File: src/rtl/gpt_pkg.sv
// Shared types and constants for the gaze pan/tilt slew limiter.
// Holds opcodes, register indexes, reset values and the CORDIC arctangent table.
// No dependencies.
package gpt_pkg;

    // Default field widths
    localparam int ANGLE_BITS_DEF = 16;
    localparam int POS_BITS_DEF   = 24;

    // Configuration register widths and reset values
    localparam int HEIGHT_W  = 12;
    localparam int STEP_W    = 15;
    localparam int CFG_IDX_W = 2;
    localparam int CFG_W     = 15;

    localparam logic [HEIGHT_W-1:0] HEIGHT_RST   = 12'd1100;
    localparam logic [STEP_W-1:0]   PAN_STEP_RST = 15'd1043;
    localparam logic [STEP_W-1:0]   TILT_STEP_RST = 15'd730;

    // Configuration register indexes
    localparam logic [CFG_IDX_W-1:0] CFG_PIVOT_HT = 2'd0;
    localparam logic [CFG_IDX_W-1:0] CFG_MAX_PAN  = 2'd1;
    localparam logic [CFG_IDX_W-1:0] CFG_MAX_TILT = 2'd2;

    // Request opcodes
    typedef enum logic [1:0] {
        OP_MEAS  = 2'd0,
        OP_START = 2'd1,
        OP_TICK  = 2'd2,
        OP_STOP  = 2'd3
    } t_opcode;

    // CORDIC datapath: 64-bit vectors, 2^32 angle units per turn
    localparam int CW          = 64;
    localparam int ZW          = 32;
    localparam int ITER_W      = 5;
    localparam int NORM_TOP    = 57;
    localparam int NORM_COARSE = 50;
    localparam int NORM_BIG    = 7;
    localparam logic [ZW-1:0] Z_HALF   = 32'h8000_0000;
    localparam logic [15:0]   INV_GAIN = 16'd39797;

    function automatic logic [ZW-1:0] atan_lut(input logic [ITER_W-1:0] i);
        logic [ZW-1:0] v;
        case (i)
            5'd0:  v = 32'h20000000;
            5'd1:  v = 32'h12E4051E;
            5'd2:  v = 32'h09FB385B;
            5'd3:  v = 32'h051111D4;
            5'd4:  v = 32'h028B0D43;
            5'd5:  v = 32'h0145D7E1;
            5'd6:  v = 32'h00A2F61E;
            5'd7:  v = 32'h00517C55;
            5'd8:  v = 32'h0028BE53;
            5'd9:  v = 32'h00145F2F;
            5'd10: v = 32'h000A2F98;
            5'd11: v = 32'h000517CC;
            5'd12: v = 32'h00028BE6;
            5'd13: v = 32'h000145F3;
            5'd14: v = 32'h0000A2FA;
            5'd15: v = 32'h0000517D;
            5'd16: v = 32'h000028BE;
            5'd17: v = 32'h0000145F;
            5'd18: v = 32'h00000A30;
            5'd19: v = 32'h00000518;
            5'd20: v = 32'h0000028C;
            5'd21: v = 32'h00000146;
            5'd22: v = 32'h000000A3;
            5'd23: v = 32'h00000051;
            5'd24: v = 32'h00000029;
            5'd25: v = 32'h00000014;
            5'd26: v = 32'h0000000A;
            5'd27: v = 32'h00000005;
            5'd28: v = 32'h00000003;
            5'd29: v = 32'h00000001;
            5'd30: v = 32'h00000001;
            default: v = 32'h00000000;
        endcase
        return v;
    endfunction

endpackage

File: src/rtl/gaze_pan_tilt_slew_limiter.sv
// Top level of the gaze pan/tilt slew limiter: configuration registers,
// request queue, front end, back end and result queue.
// Depends on gpt_pkg, gpt_fifo, gpt_front and gpt_back.
//
// Usage: requests enter through push/full; a request is taken at a clock edge
// with push high and full low. Results leave through empty/pop: the oldest
// result sits on the o_ ports while empty is low and is taken with pop high.
// Configuration is written through i_cfg_we/i_cfg_idx/i_cfg_wdata while idle.
// A taken request waits in the request queue until the back end takes it.
// Measured-pose, start and stop requests are executed as the back end takes
// them, without leaving idle. A tick runs normalizing shifts, two 32-iteration
// CORDIC passes on the shared unit with a load and a hand-off step each, and
// the magnitude gain correction in S_HD1 and S_HD2. A gaze point exactly at
// the head pivot gives both CORDIC passes a zero vector, so they skip their
// iterations. A result shows on the o_ ports the cycle after it is queued,
// if no older result waits. Two requests queue ahead of the back end, so new
// requests are taken while a tick is in progress. When the receiver stalls,
// results collect in a two-entry queue and the back end holds until room is
// free; full then rises once the request queue fills.
// Reset clears the goal, the measured pose and the commands to zero and
// loads the default register values; no clearing pass is needed.
module gaze_pan_tilt_slew_limiter #(
    parameter int ANGLE_BITS = gpt_pkg::ANGLE_BITS_DEF,
    parameter int POS_BITS   = gpt_pkg::POS_BITS_DEF
) (
    input  logic                           i_clk,
    input  logic                           i_rst_n,
    input  logic                           i_cfg_we,
    input  logic [gpt_pkg::CFG_IDX_W-1:0]  i_cfg_idx,
    input  logic [gpt_pkg::CFG_W-1:0]      i_cfg_wdata,
    input  logic                           push,
    output logic                           full,
    input  logic [1:0]                     i_opcode,
    input  logic signed [POS_BITS-1:0]     i_robot_x,
    input  logic signed [POS_BITS-1:0]     i_robot_y,
    input  logic signed [ANGLE_BITS-1:0]   i_robot_yaw,
    input  logic signed [POS_BITS-1:0]     i_gaze_x,
    input  logic signed [POS_BITS-1:0]     i_gaze_y,
    input  logic signed [POS_BITS-1:0]     i_gaze_z,
    input  logic                           i_lookup_ok,
    input  logic signed [ANGLE_BITS-1:0]   i_pan_value,
    input  logic signed [ANGLE_BITS-1:0]   i_tilt_value,
    input  logic                           i_restore_enable,
    output logic                           empty,
    input  logic                           pop,
    output logic signed [ANGLE_BITS-1:0]   o_cmd_pan_out,
    output logic signed [ANGLE_BITS-1:0]   o_cmd_tilt_out,
    output logic                           o_is_restore
);
    import gpt_pkg::*;

    localparam int CMD_W = 4 + 3 * ANGLE_BITS + 4 * (POS_BITS + 1);
    localparam int RES_W = 2 * ANGLE_BITS + 1;
    localparam int QDEPTH = 2;

    logic [HEIGHT_W-1:0] r_pivot_ht;
    logic [STEP_W-1:0]   r_max_pan, r_max_tilt;
    logic                q_push, q_full, q_pop, q_empty, res_push, res_full;
    logic [CMD_W-1:0]    q_wdata, q_rdata;
    logic [RES_W-1:0]    res_wdata, res_rdata;

    // Write configuration registers
    always_ff @(posedge i_clk) begin
        if (!i_rst_n) begin
            r_pivot_ht <= HEIGHT_RST;
            r_max_pan  <= PAN_STEP_RST;
            r_max_tilt <= TILT_STEP_RST;
        end else if (i_cfg_we) begin
            unique case (i_cfg_idx)
                CFG_PIVOT_HT: r_pivot_ht <= i_cfg_wdata[HEIGHT_W-1:0];
                CFG_MAX_PAN:  r_max_pan  <= i_cfg_wdata[STEP_W-1:0];
                CFG_MAX_TILT: r_max_tilt <= i_cfg_wdata[STEP_W-1:0];
                default: ;
            endcase
        end
    end

    gpt_front #(
        .ANGLE_BITS (ANGLE_BITS),
        .POS_BITS   (POS_BITS),
        .CMD_W      (CMD_W)
    ) u_front (
        .push             (push),
        .full             (full),
        .i_opcode         (i_opcode),
        .i_robot_x        (i_robot_x),
        .i_robot_y        (i_robot_y),
        .i_robot_yaw      (i_robot_yaw),
        .i_gaze_x         (i_gaze_x),
        .i_gaze_y         (i_gaze_y),
        .i_gaze_z         (i_gaze_z),
        .i_lookup_ok      (i_lookup_ok),
        .i_pan_value      (i_pan_value),
        .i_tilt_value     (i_tilt_value),
        .i_restore_enable (i_restore_enable),
        .i_pivot_ht       (r_pivot_ht),
        .i_q_full         (q_full),
        .o_q_push         (q_push),
        .o_q_data         (q_wdata)
    );

    gpt_fifo #(
        .W     (CMD_W),
        .DEPTH (QDEPTH)
    ) u_cmd_q (
        .i_clk   (i_clk),
        .i_rst_n (i_rst_n),
        .i_push  (q_push),
        .i_wdata (q_wdata),
        .o_full  (q_full),
        .i_pop   (q_pop),
        .o_rdata (q_rdata),
        .o_empty (q_empty)
    );

    gpt_back #(
        .ANGLE_BITS (ANGLE_BITS),
        .POS_BITS   (POS_BITS),
        .CMD_W      (CMD_W),
        .RES_W      (RES_W)
    ) u_back (
        .i_clk      (i_clk),
        .i_rst_n    (i_rst_n),
        .i_max_pan  (r_max_pan),
        .i_max_tilt (r_max_tilt),
        .i_q_empty  (q_empty),
        .i_q_data   (q_rdata),
        .o_q_pop    (q_pop),
        .i_res_full (res_full),
        .o_res_push (res_push),
        .o_res_data (res_wdata)
    );

    gpt_fifo #(
        .W     (RES_W),
        .DEPTH (QDEPTH)
    ) u_res_q (
        .i_clk   (i_clk),
        .i_rst_n (i_rst_n),
        .i_push  (res_push),
        .i_wdata (res_wdata),
        .o_full  (res_full),
        .i_pop   (pop),
        .o_rdata (res_rdata),
        .o_empty (empty)
    );

    // Split the oldest result onto the output ports
    assign o_cmd_pan_out  = res_rdata[RES_W-1 -: ANGLE_BITS];
    assign o_cmd_tilt_out = res_rdata[ANGLE_BITS:1];
    assign o_is_restore   = res_rdata[0];
endmodule

File: src/rtl/gpt_fifo.sv
// Small register queue used between the front, the back and the result port.
// Depends on nothing but its parameters.
module gpt_fifo #(
    parameter int W     = 8,
    parameter int DEPTH = 2
) (
    input  logic         i_clk,
    input  logic         i_rst_n,
    input  logic         i_push,
    input  logic [W-1:0] i_wdata,
    output logic         o_full,
    input  logic         i_pop,
    output logic [W-1:0] o_rdata,
    output logic         o_empty
);
    localparam int PW = (DEPTH > 1) ? $clog2(DEPTH) : 1;
    localparam int NW = $clog2(DEPTH + 1);

    logic [W-1:0]  r_mem [DEPTH];
    logic [PW-1:0] r_wptr, r_rptr;
    logic [NW-1:0] r_cnt;
    logic          do_push, do_pop;

    assign o_full  = (r_cnt == NW'(DEPTH));
    assign o_empty = (r_cnt == '0);
    assign o_rdata = r_mem[r_rptr];
    assign do_push = i_push && !o_full;
    assign do_pop  = i_pop && !o_empty;

    // Store written entries
    always_ff @(posedge i_clk) begin
        if (do_push) begin
            r_mem[r_wptr] <= i_wdata;
        end
    end

    // Advance pointers and count
    always_ff @(posedge i_clk) begin
        if (!i_rst_n) begin
            r_wptr <= '0;
            r_rptr <= '0;
            r_cnt  <= '0;
        end else begin
            if (do_push) begin
                r_wptr <= (r_wptr == PW'(DEPTH - 1)) ? '0 : r_wptr + 1'b1;
            end
            if (do_pop) begin
                r_rptr <= (r_rptr == PW'(DEPTH - 1)) ? '0 : r_rptr + 1'b1;
            end
            if (do_push && !do_pop) begin
                r_cnt <= r_cnt + 1'b1;
            end else if (do_pop && !do_push) begin
                r_cnt <= r_cnt - 1'b1;
            end
        end
    end
endmodule

File: src/rtl/gpt_front.sv
// Front end: accepts requests, forms position differences, drops ticks whose pose lookup failed.
// Depends on gpt_pkg.
module gpt_front #(
    parameter int ANGLE_BITS = gpt_pkg::ANGLE_BITS_DEF,
    parameter int POS_BITS   = gpt_pkg::POS_BITS_DEF,
    parameter int CMD_W      = 4 + 3 * ANGLE_BITS + 4 * (POS_BITS + 1)
) (
    input  logic                          push,
    output logic                          full,
    input  logic [1:0]                    i_opcode,
    input  logic signed [POS_BITS-1:0]    i_robot_x,
    input  logic signed [POS_BITS-1:0]    i_robot_y,
    input  logic signed [ANGLE_BITS-1:0]  i_robot_yaw,
    input  logic signed [POS_BITS-1:0]    i_gaze_x,
    input  logic signed [POS_BITS-1:0]    i_gaze_y,
    input  logic signed [POS_BITS-1:0]    i_gaze_z,
    input  logic                          i_lookup_ok,
    input  logic signed [ANGLE_BITS-1:0]  i_pan_value,
    input  logic signed [ANGLE_BITS-1:0]  i_tilt_value,
    input  logic                          i_restore_enable,
    input  logic [gpt_pkg::HEIGHT_W-1:0]  i_pivot_ht,
    input  logic                          i_q_full,
    output logic                          o_q_push,
    output logic [CMD_W-1:0]              o_q_data
);
    import gpt_pkg::*;

    localparam int AB = ANGLE_BITS;
    localparam int DW = POS_BITS + 1;

    typedef struct packed {
        t_opcode        op;
        logic           restore;
        logic           spare;
        logic [AB-1:0]  yaw;
        logic [AB-1:0]  pan;
        logic [AB-1:0]  tilt;
        logic [DW-1:0]  dx;
        logic [DW-1:0]  dy;
        logic [DW-1:0]  dz;
        logic [DW-1:0]  mag;
    } t_cmd;

    t_cmd          cmd;
    logic [DW-1:0] dx, dy, dz, ax, ay, az, mxy;
    logic          skip;

    // Form differences and the largest magnitude
    always_comb begin
        dx  = {i_gaze_x[POS_BITS-1], i_gaze_x} - {i_robot_x[POS_BITS-1], i_robot_x};
        dy  = {i_gaze_y[POS_BITS-1], i_gaze_y} - {i_robot_y[POS_BITS-1], i_robot_y};
        dz  = {i_gaze_z[POS_BITS-1], i_gaze_z} - DW'(i_pivot_ht);
        ax  = dx[DW-1] ? -dx : dx;
        ay  = dy[DW-1] ? -dy : dy;
        az  = dz[DW-1] ? -dz : dz;
        mxy = (ay > ax) ? ay : ax;
    end

    // Pack the request
    always_comb begin
        cmd.op      = t_opcode'(i_opcode);
        cmd.restore = i_restore_enable;
        cmd.spare   = 1'b0;
        cmd.yaw     = i_robot_yaw;
        cmd.pan     = i_pan_value;
        cmd.tilt    = i_tilt_value;
        cmd.dx      = dx;
        cmd.dy      = dy;
        cmd.dz      = dz;
        cmd.mag     = (az > mxy) ? az : mxy;
    end

    // Drop ticks whose pose lookup failed
    assign skip     = (t_opcode'(i_opcode) == OP_TICK) && !i_lookup_ok;
    assign full     = i_q_full;
    assign o_q_push = push && !i_q_full && !skip;
    assign o_q_data = cmd;
endmodule

File: src/rtl/gpt_cordic.sv
// Vectoring CORDIC unit: one micro-rotation per cycle, 32 iterations.
// Depends on gpt_pkg for the arctangent table and datapath widths.
module gpt_cordic (
    input  logic                         i_clk,
    input  logic                         i_rst_n,
    input  logic                         i_start,
    input  logic signed [gpt_pkg::CW-1:0] i_x,
    input  logic signed [gpt_pkg::CW-1:0] i_y,
    output logic                         o_done,
    output logic [gpt_pkg::ZW-1:0]       o_z,
    output logic [gpt_pkg::CW-1:0]       o_mag
);
    import gpt_pkg::*;

    logic signed [CW-1:0] r_x, r_y, xs, ys;
    logic [ZW-1:0]        r_z;
    logic [ITER_W-1:0]    r_i;
    logic                 r_busy, r_done;

    assign xs     = r_x >>> r_i;
    assign ys     = r_y >>> r_i;
    assign o_done = r_done;
    assign o_z    = r_z;
    assign o_mag  = r_x;

    // Load the vector, fold the left half plane, then rotate toward the x axis
    always_ff @(posedge i_clk) begin
        if (!i_rst_n) begin
            r_busy <= 1'b0;
            r_done <= 1'b0;
            r_i    <= '0;
            r_x    <= '0;
            r_y    <= '0;
            r_z    <= '0;
        end else begin
            r_done <= 1'b0;
            if (i_start) begin
                r_i <= '0;
                if (i_x == '0 && i_y == '0) begin
                    r_x    <= '0;
                    r_y    <= '0;
                    r_z    <= '0;
                    r_done <= 1'b1;
                end else if (i_x < 0) begin
                    r_x    <= -i_x;
                    r_y    <= -i_y;
                    r_z    <= Z_HALF;
                    r_busy <= 1'b1;
                end else begin
                    r_x    <= i_x;
                    r_y    <= i_y;
                    r_z    <= '0;
                    r_busy <= 1'b1;
                end
            end else if (r_busy) begin
                if (r_y > 0) begin
                    r_x <= r_x + ys;
                    r_y <= r_y - xs;
                    r_z <= r_z + atan_lut(r_i);
                end else begin
                    r_x <= r_x - ys;
                    r_y <= r_y + xs;
                    r_z <= r_z - atan_lut(r_i);
                end
                r_i <= r_i + 1'b1;
                if (r_i == '1) begin
                    r_busy <= 1'b0;
                    r_done <= 1'b1;
                end
            end
        end
    end
endmodule

File: src/rtl/gpt_back.sv
// Back end: holds the gaze state, executes queued requests, runs the tick math.
// Depends on gpt_pkg and gpt_cordic.
module gpt_back #(
    parameter int ANGLE_BITS = gpt_pkg::ANGLE_BITS_DEF,
    parameter int POS_BITS   = gpt_pkg::POS_BITS_DEF,
    parameter int CMD_W      = 4 + 3 * ANGLE_BITS + 4 * (POS_BITS + 1),
    parameter int RES_W      = 2 * ANGLE_BITS + 1
) (
    input  logic                        i_clk,
    input  logic                        i_rst_n,
    input  logic [gpt_pkg::STEP_W-1:0]  i_max_pan,
    input  logic [gpt_pkg::STEP_W-1:0]  i_max_tilt,
    input  logic                        i_q_empty,
    input  logic [CMD_W-1:0]            i_q_data,
    output logic                        o_q_pop,
    input  logic                        i_res_full,
    output logic                        o_res_push,
    output logic [RES_W-1:0]            o_res_data
);
    import gpt_pkg::*;

    localparam int AB = ANGLE_BITS;
    localparam int DW = POS_BITS + 1;
    localparam int EW = (AB + 2 > STEP_W + 2) ? AB + 2 : STEP_W + 2;

    typedef struct packed {
        t_opcode        op;
        logic           restore;
        logic           spare;
        logic [AB-1:0]  yaw;
        logic [AB-1:0]  pan;
        logic [AB-1:0]  tilt;
        logic [DW-1:0]  dx;
        logic [DW-1:0]  dy;
        logic [DW-1:0]  dz;
        logic [DW-1:0]  mag;
    } t_cmd;

    typedef struct packed {
        logic [AB-1:0] pan;
        logic [AB-1:0] tilt;
        logic          restore;
    } t_res;

    typedef enum logic [2:0] {
        S_IDLE, S_NORM, S_PAN, S_HD1, S_HD2, S_TILT, S_UPD
    } t_state;

    t_state               r_state;
    t_cmd                 cmd;
    t_res                 res;
    logic [AB-1:0]        r_meas_pan, r_meas_tilt, r_cmd_pan, r_tilt_cmd, r_yaw;
    logic                 r_meas_valid, r_goal;
    logic signed [CW-1:0] r_dx, r_dy, r_dz, r_cx, r_cy;
    logic [CW-1:0]        r_m, r_hi;
    logic [31:0]          r_lo;
    logic [ZW-1:0]        r_zp;
    logic                 r_cstart;
    logic                 take, c_done;
    logic [ZW-1:0]        c_z;
    logic [CW-1:0]        c_mag;

    logic [ZW:0]          sum_p, sum_t;
    logic [AB-1:0]        tp, err_p, tt, n_cmd_pan, n_tilt_cmd;
    logic signed [EW-1:0] ep, et, lp, lt, sp, st;

    assign cmd  = t_cmd'(i_q_data);
    assign take = (r_state == S_IDLE) && !i_q_empty && !i_res_full;
    assign o_q_pop = take;

    gpt_cordic u_cordic (
        .i_clk   (i_clk),
        .i_rst_n (i_rst_n),
        .i_start (r_cstart),
        .i_x     (r_cx),
        .i_y     (r_cy),
        .o_done  (c_done),
        .o_z     (c_z),
        .o_mag   (c_mag)
    );

    // Round both angles and step the commands toward the targets
    always_comb begin
        sum_p = {1'b0, r_zp} + ((ZW+1)'(1) << (ZW - 1 - AB));
        sum_t = {1'b0, c_z} + ((ZW+1)'(1) << (ZW - 1 - AB));
        tp    = sum_p[ZW-1 -: AB] - r_yaw;
        err_p = tp - r_cmd_pan;
        tt    = sum_t[ZW-1 -: AB];
        ep    = EW'(signed'(err_p));
        et    = EW'(signed'(tt)) - EW'(signed'(r_tilt_cmd));
        lp    = EW'(i_max_pan);
        lt    = EW'(i_max_tilt);
        sp    = (ep > lp) ? lp : ((ep < -lp) ? -lp : ep);
        st    = (et > lt) ? lt : ((et < -lt) ? -lt : et);
        n_cmd_pan  = r_cmd_pan + sp[AB-1:0];
        n_tilt_cmd = r_tilt_cmd + st[AB-1:0];
    end

    // Choose the result: restore pose on stop, new commands on tick
    always_comb begin
        if (r_state == S_UPD) begin
            res.pan     = n_cmd_pan;
            res.tilt    = n_tilt_cmd;
            res.restore = 1'b0;
            o_res_push  = c_done;
        end else begin
            res.pan     = cmd.pan;
            res.tilt    = cmd.tilt;
            res.restore = 1'b1;
            o_res_push  = take && (cmd.op == OP_STOP) && r_goal && cmd.restore;
        end
        o_res_data = res;
    end

    // Sequence requests through normalize, two CORDIC passes with the gain correction between them, and the update
    always_ff @(posedge i_clk) begin
        if (!i_rst_n) begin
            r_state      <= S_IDLE;
            r_meas_pan   <= '0;
            r_meas_tilt  <= '0;
            r_meas_valid <= 1'b0;
            r_cmd_pan    <= '0;
            r_tilt_cmd   <= '0;
            r_goal       <= 1'b0;
            r_cstart     <= 1'b0;
        end else begin
            r_cstart <= 1'b0;
            unique case (r_state)
                S_IDLE: begin
                    if (take) begin
                        unique case (cmd.op)
                            OP_MEAS: begin
                                r_meas_pan   <= cmd.pan;
                                r_meas_tilt  <= cmd.tilt;
                                r_meas_valid <= 1'b1;
                            end
                            OP_START: begin
                                r_goal     <= 1'b1;
                                r_cmd_pan  <= r_meas_valid ? r_meas_pan : '0;
                                r_tilt_cmd <= r_meas_valid ? r_meas_tilt : '0;
                            end
                            OP_STOP: begin
                                r_goal <= 1'b0;
                            end
                            OP_TICK: begin
                                if (r_goal) begin
                                    r_dx    <= CW'(signed'(cmd.dx));
                                    r_dy    <= CW'(signed'(cmd.dy));
                                    r_dz    <= CW'(signed'(cmd.dz));
                                    r_m     <= CW'(cmd.mag);
                                    r_yaw   <= cmd.yaw;
                                    r_state <= S_NORM;
                                end
                            end
                            default: ;
                        endcase
                    end
                end
                S_NORM: begin
                    if (r_m == '0 || r_m[CW-1:NORM_TOP] != '0) begin
                        r_cx     <= r_dx;
                        r_cy     <= r_dy;
                        r_cstart <= 1'b1;
                        r_state  <= S_PAN;
                    end else if (r_m[CW-1:NORM_COARSE] == '0) begin
                        r_m  <= r_m << NORM_BIG;
                        r_dx <= r_dx <<< NORM_BIG;
                        r_dy <= r_dy <<< NORM_BIG;
                        r_dz <= r_dz <<< NORM_BIG;
                    end else begin
                        r_m  <= r_m << 1;
                        r_dx <= r_dx <<< 1;
                        r_dy <= r_dy <<< 1;
                        r_dz <= r_dz <<< 1;
                    end
                end
                S_PAN: begin
                    if (c_done) begin
                        r_zp    <= c_z;
                        r_state <= S_HD1;
                    end
                end
                S_HD1: begin
                    r_hi    <= CW'(c_mag[CW-1:16]) * CW'(INV_GAIN);
                    r_lo    <= c_mag[15:0] * INV_GAIN;
                    r_state <= S_HD2;
                end
                S_HD2: begin
                    r_cx     <= signed'(r_hi + CW'(r_lo[31:16]));
                    r_cy     <= r_dz;
                    r_cstart <= 1'b1;
                    r_state  <= S_UPD;
                end
                S_UPD: begin
                    if (c_done) begin
                        r_cmd_pan  <= n_cmd_pan;
                        r_tilt_cmd <= n_tilt_cmd;
                        r_state    <= S_IDLE;
                    end
                end
                default: r_state <= S_IDLE;
            endcase
        end
    end
endmodule
File: config.mk
export PLATFORM = sky130hd
export DESIGN_NAME = gaze_pan_tilt_slew_limiter
export DESIGN_NICKNAME = d
export VERILOG_FILES = /design/src/rtl/gpt_pkg.sv /design/src/rtl/gaze_pan_tilt_slew_limiter.sv /design/src/rtl/gpt_fifo.sv /design/src/rtl/gpt_front.sv /design/src/rtl/gpt_cordic.sv /design/src/rtl/gpt_back.sv
export SDC_FILE = /design/constraint.sdc
export NUM_CORES = 2
export LEC_CHECK = 0
export BUFFER_PORTS_ARGS = -buffer_cell sky130_fd_sc_hd__buf_2
export CAP_MARGIN = 25
export CORE_UTILIZATION = 50
export CTS_CLUSTER_SIZE = 20
export DETAILED_ROUTE_END_ITERATION = 8
export PLACE_DENSITY = 0.74
export SLEW_MARGIN = 25
export SYNTH_ARGS = -nofsm -noshare
export SYNTH_HDL_FRONTEND = slang
export SYNTH_HIERARCHICAL = 1
export SYNTH_SLANG_ARGS = --single-unit
File: constraint.sdc
create_clock -name i_clk -period 20.8 [get_ports i_clk]
set_clock_uncertainty 0.05 [all_clocks]
set_input_delay 4.16 -clock i_clk [delete_from_list [all_inputs] [get_ports i_clk]]
set_output_delay 4.16 -clock i_clk [all_outputs]
set_load 0.005 [all_outputs]
# ---- Yosys cells after proc, flatten, opt, wreduce, memory -nomap -nowiden
# Memories as Yosys holds them, arrays and structs flattened. A register that Yosys moved wholly into a read port is not among the register bits.
# Index checks and enable logic that the tools add are counted.
dict set report totals {
  rom_bits 1920
  word_cells 274
  mem_count 4
  ram_bits 368
  output_inout_bits 35
  in_bits 194
  ff_bits 815
}
# name words width rd rd_ports_with_merged_regs wr line_no
set memory_table {}
lappend memory_table {{(no name shown)} 32 30 1 1 0 gpt_pkg.sv:45} ;# case (i)
lappend memory_table {{(no name shown)} 32 30 1 1 0 gpt_pkg.sv:45}
lappend memory_table {u_cmd_q.r_mem 2 151 1 1 1 gpt_fifo.sv:19} ;# logic [W-1:0] r_mem [DEPTH];
lappend memory_table {u_res_q.r_mem 2 33 1 1 1 gpt_fifo.sv:19}
dict set report classes {
  n_shift 2
  n_addsub 33
  eq_ne 23
  n_lt_le_gt_ge 8
  bitwise 1
  mul 2
  reduce_logical 58
  n_mux 110
}
# cell n
set op_table {}
lappend op_table {{2-to-1 mux 64 bit} 32}
lappend op_table {{case mux 64 bit (2 select lines)} 6}
lappend op_table {{2-to-1 mux 32 bit} 13}
lappend op_table {{logical NOT 64 bit} 3}
lappend op_table {{2-to-1 mux 16 bit} 12}
lappend op_table {{adder 64 bit} 2}
lappend op_table {{negation 64 bit} 2}
lappend op_table {{>>> shifter 64 x 5 -> 64 bit} 2}
lappend op_table {{subtractor 64 bit} 2}
lappend op_table {{2-to-1 mux 25 bit} 5}
lappend op_table {{negation 25 bit} 3}
lappend op_table {{adder 32 x 16 -> 32 bit, second input constant} 2}
lappend op_table {{adder 64 x 16 -> 64 bit} 1}
lappend op_table {{> comparator 64 x 1 -> 1 bit, second input constant} 1}
lappend op_table {{< comparator 64 x 1 -> 1 bit, second input constant} 1}
lappend op_table {{multiplier 48 x 16 -> 64 bit, second input constant} 1}
lappend op_table {{case mux 16 bit (2 select lines)} 2}
lappend op_table {{> comparator 25 bit} 2}
lappend op_table {{subtractor 24 x 24 -> 25 bit} 2}
lappend op_table {{negation 15 -> 18 bit} 2}
lappend op_table {{2-to-1 mux 33 bit} 1}
lappend op_table {{adder 16 bit} 2}
lappend op_table {{adder 32 bit} 1}
lappend op_table {{multiplier 16 x 16 -> 32 bit, second input constant} 1}
lappend op_table {{other kinds (41)} 136}

# ---- Depth between registers and ports, before layout
dict set report logic_depth {
  word_depth 13
  depth_mapped 43
}

# ---- Hierarchy
# The synthesis kept the hierarchy.
# module seq_area_each_um2 cells_per_inst instances area_each_um2
set by_module_without_submodules {}
lappend by_module_without_submodules {gpt_back 16325.7 5247 1 50636.1}
lappend by_module_without_submodules {gpt_cordic 3943.8 4432 1 34738.3}
lappend by_module_without_submodules {{gpt_fifo at u_cmd_q} 9228.9 498 1 11522.3}
lappend by_module_without_submodules {gpt_front 0.0 1070 1 7253.2}
lappend by_module_without_submodules {{gpt_fifo at u_res_q} 2082.0 128 1 2607.5}
lappend by_module_without_submodules {gaze_pan_tilt_slew_limiter 840.8 168 1 1684.1}

# ---- Worst setup path before layout
# OpenSTA, ideal clock, no wires.
dict set report synth_path {
  path_type {input-to-reg}
  from {input i_gaze_y[0]}
  to {memory u_cmd_q/r_mem[0][21] (netlist name), data pin}
  n_path_buf 1
  slack_ns 9.145
  cell_stages 37
  t_arrival_ns 11.335
  setup_ns 0.269
  path_cell_list {inv_1 ha_1 inv_1 fa_1 nand3_1 a211oi_1 a211oi_2 o31ai_1 xor2_1 or4_4 or3_1 or3_1 nand2_1 xnor2_1 ha_1 and3_1 nand3_1 or2_2 or4_1 nor3b_1 o22ai_4 mux2_2 ha_1 nor2b_1 o21a_1 o21a_1 o21a_1 o21a_1 o21ai_0 a21oi_1 nor2_1 o211ai_1 a21oi_1 a31oi_1 clkbuf_1 nand2_1 o21ai_1}
}
dict set report synth_via {
  elab_chain_len 7
}
# item line_no
set synth_lines {}
lappend synth_lines {{start: declaration} gaze_pan_tilt_slew_limiter.sv:38} ;# input logic signed [POS_BITS-1:0] i_gaze_y,
lappend synth_lines {{subtractor 24 x 24 -> 25 bit *} gpt_front.sv:51} ;# dy = {i_gaze_y[POS_BITS-1], i_gaze_y} - {i_robot_y[POS_BITS-1], i_robot_y};
lappend synth_lines {{named net q_wdata[62]} gaze_pan_tilt_slew_limiter.sv:59} ;# logic [CMD_W-1:0] q_wdata, q_rdata;
lappend synth_lines {{negation 25 bit} gpt_front.sv:54} ;# ay = dy[DW-1] ? -dy : dy;
lappend synth_lines {{2-to-1 mux 25 bit *} gpt_front.sv:54}
lappend synth_lines {{> comparator 25 bit} gpt_front.sv:56} ;# mxy = (ay > ax) ? ay : ax;
lappend synth_lines {{2-to-1 mux 25 bit *} gpt_front.sv:56}
lappend synth_lines {{> comparator 25 bit} gpt_front.sv:70} ;# cmd.mag = (az > mxy) ? az : mxy;
lappend synth_lines {{2-to-1 mux 25 bit *} gpt_front.sv:70}
lappend synth_lines {{named net q_wdata[21]} gaze_pan_tilt_slew_limiter.sv:59}
lappend synth_lines {{end: declaration} gpt_fifo.sv:19}
# Mark *: on every way through the listed nets, which the timed path passes. The rest lies on a longest branch.

# ---- Worst setup path after layout
dict set report layout_path {
  from {input i_gaze_x[0]}
  to {memory u_cmd_q/r_mem[1][10] (netlist name), data pin}
}
dict set report layout_via {
  elab_chain_len 7
}
# item line_no
set layout_lines {}
lappend layout_lines {{start: declaration} gaze_pan_tilt_slew_limiter.sv:37} ;# input logic signed [POS_BITS-1:0] i_gaze_x,
lappend layout_lines {{subtractor 24 x 24 -> 25 bit *} gpt_front.sv:50} ;# dx = {i_gaze_x[POS_BITS-1], i_gaze_x} - {i_robot_x[POS_BITS-1], i_robot_x};
lappend layout_lines {{named net q_wdata[83]} gaze_pan_tilt_slew_limiter.sv:59}
lappend layout_lines {{negation 25 bit} gpt_front.sv:53} ;# ax = dx[DW-1] ? -dx : dx;
lappend layout_lines {{2-to-1 mux 25 bit *} gpt_front.sv:53}
lappend layout_lines {{> comparator 25 bit} gpt_front.sv:56}
lappend layout_lines {{2-to-1 mux 25 bit *} gpt_front.sv:56}
lappend layout_lines {{> comparator 25 bit} gpt_front.sv:70}
lappend layout_lines {{2-to-1 mux 25 bit *} gpt_front.sv:70}
lappend layout_lines {{named net q_wdata[10]} gaze_pan_tilt_slew_limiter.sv:59}
# Marked as above.

==> impl_metrics.tcl <==
set metrics [dict create \
    power.internal_mw 6.160 \
    switchingPower_mw 4.136 \
    num_vias 90880 \
    path_common_cell "o21a_1" \
    place_inst 14130 \
    cts.path.max_buffers 3 \
    fin_area_um2 116000 \
    required_ns 21.28 \
    final_nets 12930 \
    gp_congestion 1.008 \
    min_delay_worst_endpoint "u_back/r_meas_tilt[6]" \
    place_area_um2 111400 \
    drt_iter0_drc 10000 \
    clock_latency_ns 0.82 \
    grt_pass1_wl_um 539700 \
    cts_buffers 135 \
    rsz0062_at_grt "false" \
    p_leak_nw 49.99 \
    hold_class "flop to flop" \
    final_cells 14380 \
    power_frac_comb 0.481 \
    hold_viol 0 \
    endpoint_kind "flop" \
    worst_pin_slew_ns 1.246 \
    drive_gt1_frac 0.1075 \
    cts_tree "done" \
    finalCriticalPeriod_ns 12.74 \
    clkPwrFrac 0.236 \
    max_freq_ghz 0.07848 \
    grt-ovfl-total 0 \
    r2r_end "u_back/u_cordic/o_mag[58]" \
    reg2regPathDepth 25 \
    synth_area_per_cell_um2 9.391 \
    final_antenna_net_count 0 \
    final_cell_mix "nand2_1, inv_1, edfxtp_1" \
    finalCritPeriodShare 0.6126 \
    min_from "u_back/r_meas_tilt[6]" \
    area_growth_pct 7.024 \
    syn_area_um2 108400 \
    place_hpwl_um 274500 \
    vias_per_cell 6.320 \
    dieArea_um2 218600 \
    drc_errors 0 \
    drv_slew 0 \
    cp_slowest_stage_delay_ns 0.59 \
    final_core_util 0.5393 \
    num_rows 170 \
    worstReg2RegStart "u_back/u_cordic/r_i[2]" \
    layout_commonest_cell "nand2_1" \
    swShare 0.4017 \
    coreArea_um2 215000 \
    syn_nets 13040 \
    cap_viol_max_count 0 \
    holdPathStages 2 \
    h-tree-depth 4 \
    cts_resized 0 \
    tns_ns 0 \
    clk_pin_slew_ns 0.06 \
    postCtsSetupRepairBufs 0 \
    power_density_nw_per_um2 88.78 \
    finalWirelength_um 358100 \
    cp.arrival_ns 13.22 \
    status "completed" \
    portBuffers 228 \
    initial_utilization 0.5039 \
    setup_violations 0 \
    path_class "input port to flop" \
    ir_worst_vdd_v 0.0001000 \
    grt_usage 0.3218 \
    place_ws_ns 7.284 \
    crit_fanout 22 \
    ctsHoldBuffers 0 \
    die_w_um 467.5 \
    drt-wirelength-per-cell_um 24.90 \
    ios 229 \
    r2r_setup_slack_ns 9.97 \
    ys.warnings.count 6 \
    slew_headroom 0.1691 \
    die_height_um 467.5 \
    grt_pass1_vias 88380 \
    dr.pass1.iters 6 \
    start_kind "input port" \
    setup_slack_ns 8.058 \
    root_buffer "clkbuf_16" \
    grt_start_max_net_pins 223 \
    postSynthCellCount 11540 \
    antenna_found_initial 25 \
    clock_sinks 1184 \
    fillers 18900 \
    pwr-share-seq 0.283 \
    cpMaxStageDelayCell "or4_1" \
]
==> worst max path at each step <==
| stage | startpoint | endpoint | slack [ns] |
|---|---|---|---|
| after floorplan | i_gaze_y[0] | u_cmd_q/r_mem[0][21] | 9.15 |
| after detailed placement | i_gaze_x[0] | u_cmd_q/r_mem[0][10] | 7.28 |
| after global placement | i_gaze_x[0] | u_cmd_q/r_mem[0][15] | 7.18 |
| final | i_gaze_x[0] | u_cmd_q/r_mem[1][10] | 8.06 |
| after global routing | i_gaze_x[0] | u_cmd_q/r_mem[1][16] | 7.52 |
| after CTS | i_gaze_x[0] | u_cmd_q/r_mem[1][16] | 8.09 |
==> routing by layer <==
metal | track usage | part of all wire | up-vias
met2 | 0.5015 | 0.45 | 4405
met5 | 0.006148 | 0.0010 | -
met3 | 0.06658 | 0.091 | 857
met1 | 0.4255 | 0.41 | 44590
li1 | - | - | 41000
met4 | 0.1541 | 0.052 | 30
==> registers in the layout, indices dropped and copies added (netlist names), 15 cells and up, named ones only <==
register               cells
u_back/r_dy               64
u_cmd_q/r_mem            302
u_back/r_meas_pan         16
u_back/r_lo               16
u_back/r_zp               17
u_back/u_cordic/r_y       64
u_res_q/r_mem             66
u_back/r_tilt_cmd         16
u_back/r_cmd_pan          16
u_back/r_meas_tilt        16
u_back/r_m                64
u_back/r_dz               64
u_back/r_hi               64
r_max_tilt                15
u_back/r_yaw              16
u_back/u_cordic/o_z       32
u_back/r_cx               64
u_back/u_cordic/o_mag     64
u_back/r_cy               64
r_max_pan                 15
u_back/r_dx               64
==> worst max-delay path: cells and delay by family <==
kind                       cells  cell delay [ns]
xor gates and xnor gates       2             0.81
and+or+nand+nor               10             2.89
muxes                          1             0.32
buffers and inverters          7             1.05
AOI/OAI and AO/OA             15             2.80
adders and majority gates      4             1.19
==> per-stage QoR <==
stage	power [mW]	hold slack, ns
6_report	10.30	0.4112
5_1_grt	10.89	0.4391
4_1_cts	10.26	0.4147
3_5_place_dp	7.807	0.4066
3_3_place_gp	7.747	0.4012
2_1_floorplan	6.550	0.3847
==> layout make-up <==
type                            instances  area, µm²  share of cell area
Inverter                              945       3551             0.03062
Sequential cell                      1184      32390              0.2793
Antenna cell                            4      10.01          0.00008631
Timing Repair Buffer                  383       2437             0.02102
Tap cell                             2838       3551             0.03062
Clock inverter                         79      795.8            0.006862
Clock buffer                          167       3694             0.03185
Multi-Input combinational cell       8781      69540              0.5996
==> power by group through the flow <==
stage	clock, mW	combinational [mW]	sequential [mW]
finish	2.43	4.96	2.92
global route	2.54	5.42	2.93
CTS	2.46	4.89	2.91
detailed placement	0	4.84	2.96
global placement	0	4.79	2.95
floorplan	0	3.61	2.94
(Power assumes the default switching activity.)
